--- config.mk ---
export PLATFORM = sky130hd
export DESIGN_NAME = wind_breath_detector
export DESIGN_NICKNAME = d
export VERILOG_FILES = /design/src/sv/wbd_pkg.sv /design/src/sv/wbd_ema.sv /design/src/sv/wind_breath_detector.sv
export SDC_FILE = /design/constraint.sdc
export NUM_CORES = 2
export LEC_CHECK = 0
export ABC_AREA = 1
export BUFFER_PORTS_ARGS = -buffer_cell sky130_fd_sc_hd__buf_2
export CORE_MARGIN = 2
export CORE_UTILIZATION = 45
export CTS_BUF_LIST = sky130_fd_sc_hd__clkbuf_16
export CTS_CLUSTER_DIAMETER = 50
export DETAILED_ROUTE_END_ITERATION = 6
export GPL_TIMING_DRIVEN = 1
export PLACE_DENSITY = 0.66
export SLEW_MARGIN = 5
export SYNTH_ARGS = -nofsm -noshare
export SYNTH_HDL_FRONTEND = slang
export SYNTH_SLANG_ARGS = --single-unit
--- constraint.sdc ---
create_clock -name clock -period 8.65 [get_ports clock]
set_input_delay 0.4325 -clock clock [delete_from_list [all_inputs] [get_ports clock]]
set_output_delay 0.4325 -clock clock [all_outputs]
set_load 0.05 [all_outputs]
--- src/sv/wbd_pkg.sv ---
`default_nettype none

package wbd_pkg;

   // Field and state widths
   localparam int RAW_W    = 10;
   localparam int FACTOR_W = 16;
   localparam int THRESH_W = 16;
   localparam int AVG_W    = 26;
   localparam int FRAC_W   = 16;
   localparam int BP_W     = 11;
   localparam int DIFF_W   = 12;
   localparam int WSUM_W   = 16;
   localparam int EVENT_W  = 2;

   // Control register port
   localparam int CSR_ADDR_W = 2;
   localparam int CSR_DATA_W = 16;

   typedef logic [CSR_ADDR_W-1:0] csr_addr_type;

   localparam csr_addr_type CSR_SLOW_FACTOR     = 2'd0;
   localparam csr_addr_type CSR_FAST_FACTOR     = 2'd1;
   localparam csr_addr_type CSR_START_THRESHOLD = 2'd2;
   localparam csr_addr_type CSR_END_THRESHOLD   = 2'd3;

   // Reset values of the control registers
   localparam logic [FACTOR_W-1:0]        SLOW_FACTOR_RST     = 16'd64880;
   localparam logic [FACTOR_W-1:0]        FAST_FACTOR_RST     = 16'd58982;
   localparam logic signed [THRESH_W-1:0] START_THRESHOLD_RST = -16'sd10;
   localparam logic signed [THRESH_W-1:0] END_THRESHOLD_RST   = -16'sd2;

   // Event codes on the response
   typedef logic [EVENT_W-1:0] event_type;

   localparam event_type EV_NONE  = 2'd0;
   localparam event_type EV_BEGIN = 2'd1;
   localparam event_type EV_END   = 2'd2;

endpackage

`default_nettype wire

--- src/sv/wbd_ema.sv ---
`default_nettype none

// One exponential average step:
// avg' = ((avg * f) >> 16) + raw * (65536 - f), kept to 26 bits.
// The sample term is already at the average's scale, so the shift only touches the product.
module wbd_ema
   import wbd_pkg::*;
(
   input  wire logic [AVG_W-1:0]    avg,
   input  wire logic [FACTOR_W-1:0] factor,
   input  wire logic [RAW_W-1:0]    raw,
   output logic      [AVG_W-1:0]    avg_next
);

   logic [AVG_W+FACTOR_W-1:0]   keep;
   logic [FACTOR_W:0]           weight;
   logic [RAW_W+FACTOR_W:0]     add;

   assign keep     = avg * factor;
   assign weight   = (FACTOR_W+1)'(1 << FRAC_W) - {1'b0, factor};
   assign add      = raw * weight;
   assign avg_next = keep[AVG_W+FACTOR_W-1:FRAC_W] + add[AVG_W-1:0];

endmodule

`default_nettype wire

--- src/sv/wind_breath_detector.sv ---
// Wind breath detector.
// Request channel (req_valid/req_ready, req_raw_wind): one 10-bit ADC sample
// per request. Response channel (rsp_valid/rsp_ready): one response per
// request carrying the rest/breath flag, a begin/end event code, the
// band-pass value (fast minus slow average) and the saturated window sum.
// Control registers are written through csr_we/csr_addr/csr_wdata, one per
// cycle; the user must do so only while no request is in flight (unchecked).
// Path: an accepted request is registered into the second stage, then into the
// output register. Throughput: one request per cycle while rsp_ready is high.
// The averages update in the accept cycle (a 26x16 and a 10x17 multiply each); the
// second stage reads the history ring, a synchronous memory of HIST_LEN
// entries, and keeps a running window sum (subtract the oldest entry, add the
// new one), so the sum never sweeps the ring.
// Reset: averages, previous band-pass, window sum, ring pointer and flag go
// to zero, registers to their defaults; the ring is cleared at once by
// per-entry valid bits, so no clearing pass is needed.
// Stall: when rsp_ready is low the response holds, the second stage holds
// one more request, and req_ready then drops until the output drains.
`default_nettype none

module wind_breath_detector
   import wbd_pkg::*;
#(
   parameter int HIST_LEN = 16
)
(
   input  wire logic                  clock,
   input  wire logic                  reset,

   input  wire logic                  req_valid,
   output logic                       req_ready,
   input  wire logic [RAW_W-1:0]      req_raw_wind,

   output logic                       rsp_valid,
   input  wire logic                  rsp_ready,
   output logic                       rsp_breathing,
   output logic [EVENT_W-1:0]         rsp_event_res,
   output logic signed [BP_W-1:0]     rsp_bandpass,
   output logic signed [WSUM_W-1:0]   rsp_window_sum,

   input  wire logic                  csr_we,
   input  wire logic [CSR_ADDR_W-1:0] csr_addr,
   input  wire logic [CSR_DATA_W-1:0] csr_wdata
);

   localparam int POS_W = $clog2(HIST_LEN);
   // Window sum needs room for HIST_LEN entries of DIFF_W bits
   localparam int SUM_W = DIFF_W + $clog2(HIST_LEN);
   localparam int CMP_W = (SUM_W > THRESH_W) ? SUM_W : THRESH_W;
   localparam logic signed [CMP_W-1:0] SAT_MAX = CMP_W'(32767);
   localparam logic signed [CMP_W-1:0] SAT_MIN = CMP_W'(-32768);
   localparam logic [POS_W-1:0]        POS_LAST = POS_W'(HIST_LEN - 1);

   // ---------------------------------------------------------------------
   // Control registers
   // ---------------------------------------------------------------------
   logic [FACTOR_W-1:0]        slow_factor_ff;
   logic [FACTOR_W-1:0]        fast_factor_ff;
   logic signed [THRESH_W-1:0] start_thr_ff;
   logic signed [THRESH_W-1:0] end_thr_ff;

   always_ff @(posedge clock) begin
      if (reset) begin
         slow_factor_ff <= SLOW_FACTOR_RST;
         fast_factor_ff <= FAST_FACTOR_RST;
         start_thr_ff   <= START_THRESHOLD_RST;
         end_thr_ff     <= END_THRESHOLD_RST;
      end else if (csr_we) begin
         case (csr_addr)
            CSR_SLOW_FACTOR:     slow_factor_ff <= csr_wdata;
            CSR_FAST_FACTOR:     fast_factor_ff <= csr_wdata;
            CSR_START_THRESHOLD: start_thr_ff   <= csr_wdata;
            CSR_END_THRESHOLD:   end_thr_ff     <= csr_wdata;
            default: ;
         endcase
      end
   end

   // ---------------------------------------------------------------------
   // Handshake: output register, second stage, accept
   // ---------------------------------------------------------------------
   logic rsp_valid_ff, rsp_valid_in;
   logic s1_vld_ff, s1_vld_in;
   logic out_open;
   logic s1_adv;
   logic accept;

   // Output register can load when empty or being drained this cycle
   assign out_open  = !rsp_valid_ff || rsp_ready;
   assign s1_adv    = s1_vld_ff && out_open;
   assign req_ready = !s1_vld_ff || out_open;
   assign accept    = req_valid && req_ready;

   assign s1_vld_in    = accept ? 1'b1 : (s1_adv ? 1'b0 : s1_vld_ff);
   assign rsp_valid_in = s1_adv ? 1'b1 : (rsp_ready ? 1'b0 : rsp_valid_ff);

   always_ff @(posedge clock) begin
      if (reset) begin
         s1_vld_ff    <= 1'b0;
         rsp_valid_ff <= 1'b0;
      end else begin
         s1_vld_ff    <= s1_vld_in;
         rsp_valid_ff <= rsp_valid_in;
      end
   end

   assign rsp_valid = rsp_valid_ff;

   // ---------------------------------------------------------------------
   // Stage 0: update both averages on accept. The average registers also
   // serve as the second stage's operands: they only change on accept, and
   // no accept happens while the second stage holds.
   // ---------------------------------------------------------------------
   logic [AVG_W-1:0] slow_avg_ff, slow_avg_in;
   logic [AVG_W-1:0] fast_avg_ff, fast_avg_in;

   wbd_ema u_slow_ema (
      .avg      (slow_avg_ff),
      .factor   (slow_factor_ff),
      .raw      (req_raw_wind),
      .avg_next (slow_avg_in)
   );

   wbd_ema u_fast_ema (
      .avg      (fast_avg_ff),
      .factor   (fast_factor_ff),
      .raw      (req_raw_wind),
      .avg_next (fast_avg_in)
   );

   always_ff @(posedge clock) begin
      if (reset) begin
         slow_avg_ff <= '0;
         fast_avg_ff <= '0;
      end else if (accept) begin
         slow_avg_ff <= slow_avg_in;
         fast_avg_ff <= fast_avg_in;
      end
   end

   // ---------------------------------------------------------------------
   // History ring: synchronous memory, read on accept at the next slot
   // (the oldest entry), written when the second stage advances. The read
   // of one request and the write of the one ahead always hit different
   // slots, provided HIST_LEN is at least two.
   // ---------------------------------------------------------------------
   logic [POS_W-1:0]               pos_ff, pos_in;
   logic [POS_W-1:0]               wr_pos_ff;
   logic signed [DIFF_W-1:0]       ring_mem [HIST_LEN];
   logic [HIST_LEN-1:0]            ring_vld_ff;
   logic signed [DIFF_W-1:0]       rd_data_ff;
   logic                           rd_vld_ff;
   logic signed [DIFF_W-1:0]       diff;

   assign pos_in = (pos_ff == POS_LAST) ? '0 : pos_ff + 1'b1;

   always_ff @(posedge clock) begin
      if (reset) begin
         pos_ff <= '0;
      end else if (accept) begin
         pos_ff <= pos_in;
      end
   end

   always_ff @(posedge clock) begin
      if (accept) begin
         wr_pos_ff  <= pos_ff;
         rd_data_ff <= ring_mem[pos_ff];
         rd_vld_ff  <= ring_vld_ff[pos_ff];
      end
      if (s1_adv) begin
         ring_mem[wr_pos_ff] <= diff;
      end
   end

   // An entry never written reads as zero
   always_ff @(posedge clock) begin
      if (reset) begin
         ring_vld_ff <= '0;
      end else if (s1_adv) begin
         ring_vld_ff[wr_pos_ff] <= 1'b1;
      end
   end

   // ---------------------------------------------------------------------
   // Stage 1: band-pass, difference, running sum, hysteresis
   // ---------------------------------------------------------------------
   logic signed [AVG_W:0]      delta;
   logic [AVG_W:0]             delta_mag;
   logic [BP_W-1:0]            bp_mag;
   logic signed [BP_W-1:0]     bp;
   logic signed [BP_W-1:0]     prev_bp_ff;
   logic signed [DIFF_W-1:0]   oldest;
   logic signed [SUM_W-1:0]    sum_ff, sum_in;
   logic signed [CMP_W-1:0]    sum_cmp;
   logic signed [CMP_W-1:0]    start_cmp;
   logic signed [CMP_W-1:0]    end_cmp;
   logic signed [WSUM_W-1:0]   sum_sat;
   logic                       flag_ff, flag_in;
   event_type                  event_code;

   assign delta     = $signed({1'b0, fast_avg_ff}) - $signed({1'b0, slow_avg_ff});
   assign delta_mag = delta[AVG_W] ? (AVG_W+1)'(-delta) : delta;
   // Truncate toward zero: drop the fraction of the magnitude
   assign bp_mag    = {1'b0, delta_mag[AVG_W-1:FRAC_W]};
   assign bp        = delta[AVG_W] ? $signed(-bp_mag) : $signed(bp_mag);
   assign diff      = DIFF_W'(bp) - DIFF_W'(prev_bp_ff);

   assign oldest    = rd_vld_ff ? rd_data_ff : '0;
   assign sum_in    = sum_ff - SUM_W'(oldest) + SUM_W'(diff);

   assign sum_cmp   = CMP_W'(sum_in);
   assign start_cmp = CMP_W'(start_thr_ff);
   assign end_cmp   = CMP_W'(end_thr_ff);

   // Only the condition of the present state is checked
   always_comb begin
      flag_in    = flag_ff;
      event_code = EV_NONE;
      if (!flag_ff && (sum_cmp < start_cmp)) begin
         flag_in    = 1'b1;
         event_code = EV_BEGIN;
      end else if (flag_ff && (sum_cmp > end_cmp)) begin
         flag_in    = 1'b0;
         event_code = EV_END;
      end
   end

   always_comb begin
      if (sum_cmp > SAT_MAX) begin
         sum_sat = SAT_MAX[WSUM_W-1:0];
      end else if (sum_cmp < SAT_MIN) begin
         sum_sat = SAT_MIN[WSUM_W-1:0];
      end else begin
         sum_sat = sum_cmp[WSUM_W-1:0];
      end
   end

   always_ff @(posedge clock) begin
      if (reset) begin
         prev_bp_ff <= '0;
         sum_ff     <= '0;
         flag_ff    <= 1'b0;
      end else if (s1_adv) begin
         prev_bp_ff <= bp;
         sum_ff     <= sum_in;
         flag_ff    <= flag_in;
      end
   end

   // Response payload: load on advance, hold while stalled
   always_ff @(posedge clock) begin
      if (s1_adv) begin
         rsp_breathing  <= flag_in;
         rsp_event_res  <= event_code;
         rsp_bandpass   <= bp;
         rsp_window_sum <= sum_sat;
      end
   end

   // ---------------------------------------------------------------------
   // Assertions
   // ---------------------------------------------------------------------
   a_event_code: assert property (@(posedge clock) disable iff (reset)
      rsp_valid |-> (rsp_event_res == EV_NONE || rsp_event_res == EV_BEGIN ||
                     rsp_event_res == EV_END))
      else $error("undefined event code on response");

   a_begin_sets_flag: assert property (@(posedge clock) disable iff (reset)
      (rsp_valid && rsp_event_res == EV_BEGIN) |-> rsp_breathing)
      else $error("breath begin without breath flag");

   a_end_clears_flag: assert property (@(posedge clock) disable iff (reset)
      (rsp_valid && rsp_event_res == EV_END) |-> !rsp_breathing)
      else $error("breath end with breath flag still set");

   a_flag_moves_with_event: assert property (@(posedge clock) disable iff (reset)
      s1_adv |=> (flag_ff != $past(flag_ff)) == (rsp_event_res != EV_NONE))
      else $error("flag changed without event, or event without change");

   a_stage_holds: assert property (@(posedge clock) disable iff (reset)
      (s1_vld_ff && !out_open) |=> (s1_vld_ff && $stable(wr_pos_ff)))
      else $error("second stage dropped a stalled request");

   a_pos_range: assert property (@(posedge clock) disable iff (reset)
      (pos_ff <= POS_LAST) && (wr_pos_ff <= POS_LAST || !s1_vld_ff))
      else $error("ring pointer out of range");

endmodule

`default_nettype wire
## Yosys cells after proc, flatten, opt, wreduce, memory -nomap -nowiden

Memories as Yosys holds them, arrays and structs flattened. A register that Yosys moved wholly into a read port is not among the register bits.
Index checks and enable logic that the tools add are counted.

- Register bits after elaboration: 201
- Bits in writable memories: 192
- Output and inout bits: 32
- Word-level logic and storage cells: 82
- Memories: 1

Memories:

| memory | words | width | read ports | clocked after memory_dff | wr ports | line | RTL |
|---|---|---|---|---|---|---|---|
| ring_mem | 16 | 12 | 1 | 1 | 1 | wind_breath_detector.sv:149 | `logic signed [DIFF_W-1:0] ring_mem [HIST_LEN];` |

- Add/sub/neg operators: 11
- $mul: 4
- Order comparisons: 7
- Equality and inequality tests: 4
- Muxes and demuxes: 18
- Bitwise operators: 1
- Reduce and logical (&&, ||, !) cells: 17

Operators by type and width:

| cell | count |
|---|---|
| 26-bit by 16-bit multiplier with 42-bit output | 2 |
| 26-bit adder | 2 |
| 10-bit by 17-bit multiplier with 26-bit output | 2 |
| 17-bit by 16-bit subtractor with 17-bit output, first input constant | 2 |
| 26-bit by 26-bit subtractor with 27-bit output | 1 |
| 26-bit 2-to-1 mux | 1 |
| 26-bit negator | 1 |
| 16-bit by 12-bit adder with 16-bit output | 1 |
| 16-bit > comparator | 1 |
| 16-bit > comparator, second input constant | 1 |
| 16-bit < comparator | 1 |
| 16-bit < comparator, second input constant | 1 |
| 16-bit 2-to-1 mux | 1 |
| 16-bit bitwise OR | 1 |
| 16-bit by 12-bit subtractor with 16-bit output | 1 |
| 12-bit 2-to-1 mux | 1 |
| 11-bit by 11-bit subtractor with 12-bit output | 1 |
| 11-bit 2-to-1 mux | 1 |
| 10-bit negator with 11-bit output | 1 |
| 4-bit by 5-bit < comparator with 1-bit output, second input constant | 2 |
| 1-bit 2-to-1 mux | 10 |
| 2-bit AND reduction | 4 |
| 1-bit logical AND | 5 |
| 4-bit by 1-bit adder with 4-bit output, second input constant | 1 |
| other kinds (12) | 17 |

## Logic depth before layout (Yosys ltp)

- Depth after elaboration: 11
- Mapped depth: 60
- Mapped depth without buffers: 59

## By module

Synthesis repeated with hierarchy kept, for this count alone.

- Cell total of the unflattened synthesis: 7,769
- Area total of the unflattened synthesis: 60,563.1 µm²

Modules (own cells, without submodules):

| module | instances | cells an instance | area an instance (µm²) |
|---|---|---|---|
| wbd_ema (u_fast_ema) | 1 | 2,787 | 20,435.8 |
| wbd_ema (u_slow_ema) | 1 | 2,757 | 20,287.0 |
| wind_breath_detector | 1 | 2,225 | 19,840.3 |

## Least setup slack after synthesis

OpenSTA, ideal clock, no wires.

- Path type: reg2reg
- Start: register fast_factor_ff[2]
- End: register fast_avg_ff[23]
- Data arrival time: 9.183 ns
- Required time: 8.541 ns
- Path slack: -0.642 ns
- Stages on the path, launching flop included: 45
- Path buffers: 2
- Period minus slack after synthesis: 9.292 ns
- Path through: dfxtp_1 -> clkbuf_1 -> buf_1 -> nand2_1 -> fa_1 -> inv_1 -> fa_1 -> inv_1 -> fa_1 -> fa_1 -> inv_1 -> fa_1 -> inv_1 -> fa_1 -> inv_1 -> ha_1 -> a21o_1 -> a31oi_1 -> [9 not listed] -> fa_1 -> fa_1 -> ha_1 -> nand2_1 -> inv_1 -> nand4_1 -> nand2_1 -> a21boi_0 -> o21ai_0 -> nand2_1 -> nand2_1 -> a21oi_1 -> o21ai_0 -> inv_1 -> o211ai_1 -> nand3_1 -> nand2_1 -> inv_1

- Cells in the longest elaborated chain, start to end: 3
- Elaborated cells between the ends (all ways): 4
- Classes of those cells: 2 x add/sub; 2 x mul

RTL lines:

| item | line | RTL |
|---|---|---|
| start: declaration | wind_breath_detector.sv:58 | `logic [FACTOR_W-1:0] fast_factor_ff;` |
| start signal: assignment | wind_breath_detector.sv:71 | `CSR_FAST_FACTOR: fast_factor_ff <= csr_wdata;` |
| 17-bit by 16-bit subtractor with 17-bit output | wbd_ema.sv:20 | `assign weight = (FACTOR_W+1)'(1 << FRAC_W) - {1'b0, factor};` |
| 10-bit by 17-bit multiplier with 26-bit output | wbd_ema.sv:21 | `assign add = raw * weight;` |
| 26-bit adder (*) | wbd_ema.sv:22 | `assign avg_next = keep[AVG_W+FACTOR_W-1:FRAC_W] + add[AVG_W-1:0];` |
| end signal: assignment | wind_breath_detector.sv:137 | `fast_avg_ff <= fast_avg_in;` |
| end: declaration | wind_breath_detector.sv:115 | `logic [AVG_W-1:0] fast_avg_ff, fast_avg_in;` |

Mark *: on every way between the ends. The rest lies on a longest branch, timed or not.
A chain may end at the register's enable or synchronous reset.

## Final worst setup path

- Start: register fast_avg_ff[8]
- End: register fast_avg_ff[24]

- Cells in the longest elaborated chain, start to end: 2

RTL lines:

| item | line | RTL |
|---|---|---|
| 26-bit by 16-bit multiplier with 42-bit output | wbd_ema.sv:19 | `assign keep = avg * factor;` |
| 26-bit adder | wbd_ema.sv:22 |  |

No other way between the ends.

==> impl_metrics.json <==
{
  "post-route-drc-count": 1,
  "avgSynthCellArea_um2": 8.10,
  "area.growth.synth_to_final_pct": 19.9,
  "rsz0062_at_grt": "true",
  "reg2reg_depth": 43,
  "cpPeakStageDelay_ns": 0.56,
  "synth_top_area_cell": "fa_1",
  "crit_required_ns": 9.26,
  "ys_seq_area_share_pct": 18.1,
  "timing.rr.end": "fast_avg_ff[24]",
  "period_share_pct": 103,
  "finalWirelength_mm": 181,
  "arrival_ns": 9.56,
  "hold_path.class": "in -> reg",
  "die_h_um": 363,
  "synth_most_common_cell": "inv_1",
  "vias": 49300,
  "setup_slack_ns": -0.294,
  "min_to": "rsp_valid",
  "holdPathStages": 4,
  "drtAntennaViolNets": 0,
  "h-tree-depth": 2,
  "yosysTopAreaCellShare_pct": 33.3,
  "whs_ns": 0.0651,
  "fin_nets": 9136,
  "ys_ff_latch": 405,
  "hp-start": "rsp_ready",
  "antenna_found_initial": 5,
  "die_area_mm2": 0.132,
  "cts_buffers": 59,
  "clk_pin_slew_ns": 0.06,
  "critPathKind": "reg -> reg",
  "cts_buffer_depth": 3,
  "first_global_vias": 51200,
  "start_kind": "register",
  "start_util_pct": 45.5,
  "yosys-top-cells-area": "fa_1 33%, edfxtp_1 12%, inv_1 11%",
  "min_period_ns": 8.94,
  "async_flop_share_pct": 0,
  "gp_congestion": 0.989,
  "synth_edf_count": 239,
  "core_mm2": 0.128,
  "violations": "design-rule violations, negative setup slack",
  "ys_warn_count": 0,
  "grt_util_all_layers_pct": 27.8,
  "r2r-start": "fast_avg_ff[8]",
  "synthFlopType": "edfxtp_1",
  "synthesis.nets": 8602,
  "end_kind": "register",
  "clock-sinks": 405,
  "grt_max_degree": 73,
  "cts_tree": "done",
  "grt_pass1_wl_mm": 284,
  "hold_violations": 0,
  "critPathMaxFanout": 8,
  "slew_headroom_pct": 32.6,
  "wire_per_inst_um": 19.2,
  "synth_cell_types": 59,
  "io_pins": 65,
  "initialDrtViolationCount": 3767,
  "netlist_instances": 7178,
  "synth_area_mm2": 0.0581,
  "globalRouteOverflowTotal": 0,
  "hold_buffers": 0,
  "final-setup-viol-count": 15,
  "cts-root-buf": "clkbuf_16",
  "r2r_setup_slack_ns": -0.29,
  "first_pass_iters": 7,
  "fin_area_mm2": 0.0697,
  "status": "finished, violations left",
  "dp_hpwl_mm": 144,
  "clock_latency_ns": 0.68,
  "port_buffers": 64,
  "slowest_stage": "fa_2",
  "tightest_slew_ns": 1.01,
  "fin_util_pct": 54.5,
  "place_area_mm2": 0.0650,
  "die_width_um": 363,
  "drive_above_1_share_pct": 17.6,
  "vias_per_cell": 5.23,
  "ys_top_cells_by_count": "1671 x inv_1, 1665 x nand2_1, 967 x fa_1",
  "max_freq_ghz": 0.112,
  "drv_cap": 0,
  "maxSlewViolCount": 0,
  "core.rowCount": 131,
  "clock_skew_ns": 0.0242
}
## critical path: cells and delay by family, from the launching register on
family                   cells  cell delay, ns
adder cells (fa/ha/maj)     11            5.01
AO/OA/AOI/OAI               15            2.14
buffers and inverters       12            0.86
flip-flops                   1            0.35
AND/OR/NAND/NOR              4            0.30
XOR/XNOR                     1            0.20
## kinds of logic (layout without fill, tap and decap cells)
| logic type | count (synthesis) | count (layout) | share of synthesized area, % |
|---|---|---|---|
| AO/OA/AOI/OAI | 782 | 782 | 7.56 |
| adder cells (fa/ha/maj) | 1391 | 1391 | 42.4 |
| buffers and inverters | 2016 | 2600 | 13.1 |
| XOR/XNOR | 143 | 143 | 2.17 |
| AND/OR/NAND/NOR | 2441 | 2441 | 16.7 |
| flip-flops | 405 | 405 | 18.1 |
| other | 0 | 3 | 0 |
## worst max path at each step
stage / end / start / cells past startpoint
final: fast_avg_ff[24] / fast_avg_ff[8] / 43
after global routing: fast_avg_ff[24] / fast_avg_ff[8] / 43
after CTS: fast_avg_ff[24] / fast_factor_ff[1] / 38
after detailed placement: fast_avg_ff[24] / fast_factor_ff[2] / 42
after global placement: fast_avg_ff[24] / fast_factor_ff[2] / 42
after floorplan: fast_avg_ff[24] / fast_avg_ff[10] / 44
## per-layer routing
metal | up-vias | part of all wire, % | routed length (µm) | GRT usage (%)
met5 | - | 0.022 | 39 | 0
met2 | 1857 | 47 | 85400 | 46.5
met1 | 24400 | 40 | 72800 | 35.4
li1 | 22700 | - | - | -
met4 | 6 | 4.7 | 8450 | 11.1
met3 | 385 | 7.9 | 14300 | 5.31
## state kept, by name, summed over array words and instances, names as in the netlist, 2 cells and up
name,flops
end_cmp,16
fast_avg_ff,26
fast_factor_ff,16
pos_ff,4
prev_bp_ff,11
rd_data_ff,12
ring_mem,192
ring_vld_ff,16
rsp_bandpass,11
rsp_event_res,2
rsp_window_sum,16
slow_avg_ff,26
slow_factor_ff,16
start_cmp,16
sum_ff,16
wr_pos_ff,4
## layout make-up
class                      count  area (µm²)
antenna                        3        7.51
clock buffer                  59        1480
clock inverter                52         522
fill                       11600       58100
inverter                    1684        6330
multi-input combinational   4757       42100
sequential                   405       10600
tap                         1662        2080
timing repair buffer         805        6610
## metrics by stage
stage | TNS (ns) | instances | setup WS (ns)
2_1_floorplan | 0 | 7178 | 0.00253
3_3_place_gp | -9.62 | 9243 | -0.652
5_1_grt | -12.11 | 9424 | -0.735
4_1_cts | -0.777 | 9401 | -0.176
3_5_place_dp | -14.25 | 9243 | -0.751
6_report | -2.00 | 9427 | -0.294
## cell usage in the layout (no fill, tap or decap), drive strengths merged, types with 5 or more instances in the layout
cell type	instances
fa	967
nor4	5
xnor2	57
dfxtp	166
a21o	12
xor2	86
clkinv	21
edfxtp	239
o211ai	51
o21ai	312
a21boi	7
o21a	14
or2	9
clkbuf	59
inv	1707
nand3	152
nand2	1693
nand3b	8
o21bai	12
buf	805
nor3	32
and2	7
o221ai	25
o31ai	7
nor2	497
a21oi	282
nand4	33
ha	424
o22ai	26
a211oi	5
a31oi	18
## what timing repair did
| item | CTS | global route |
|---|---|---|
| endpoints found under the setup margin | 37 | 38 |
| pin swaps | 150 | 101 |
| gates resized for setup | 331 | 207 |
| setup buffers | 51 | 25 |
Power is not shown: default switching activity piles up to over one toggle a cycle in this logic, so the estimate is an artifact.
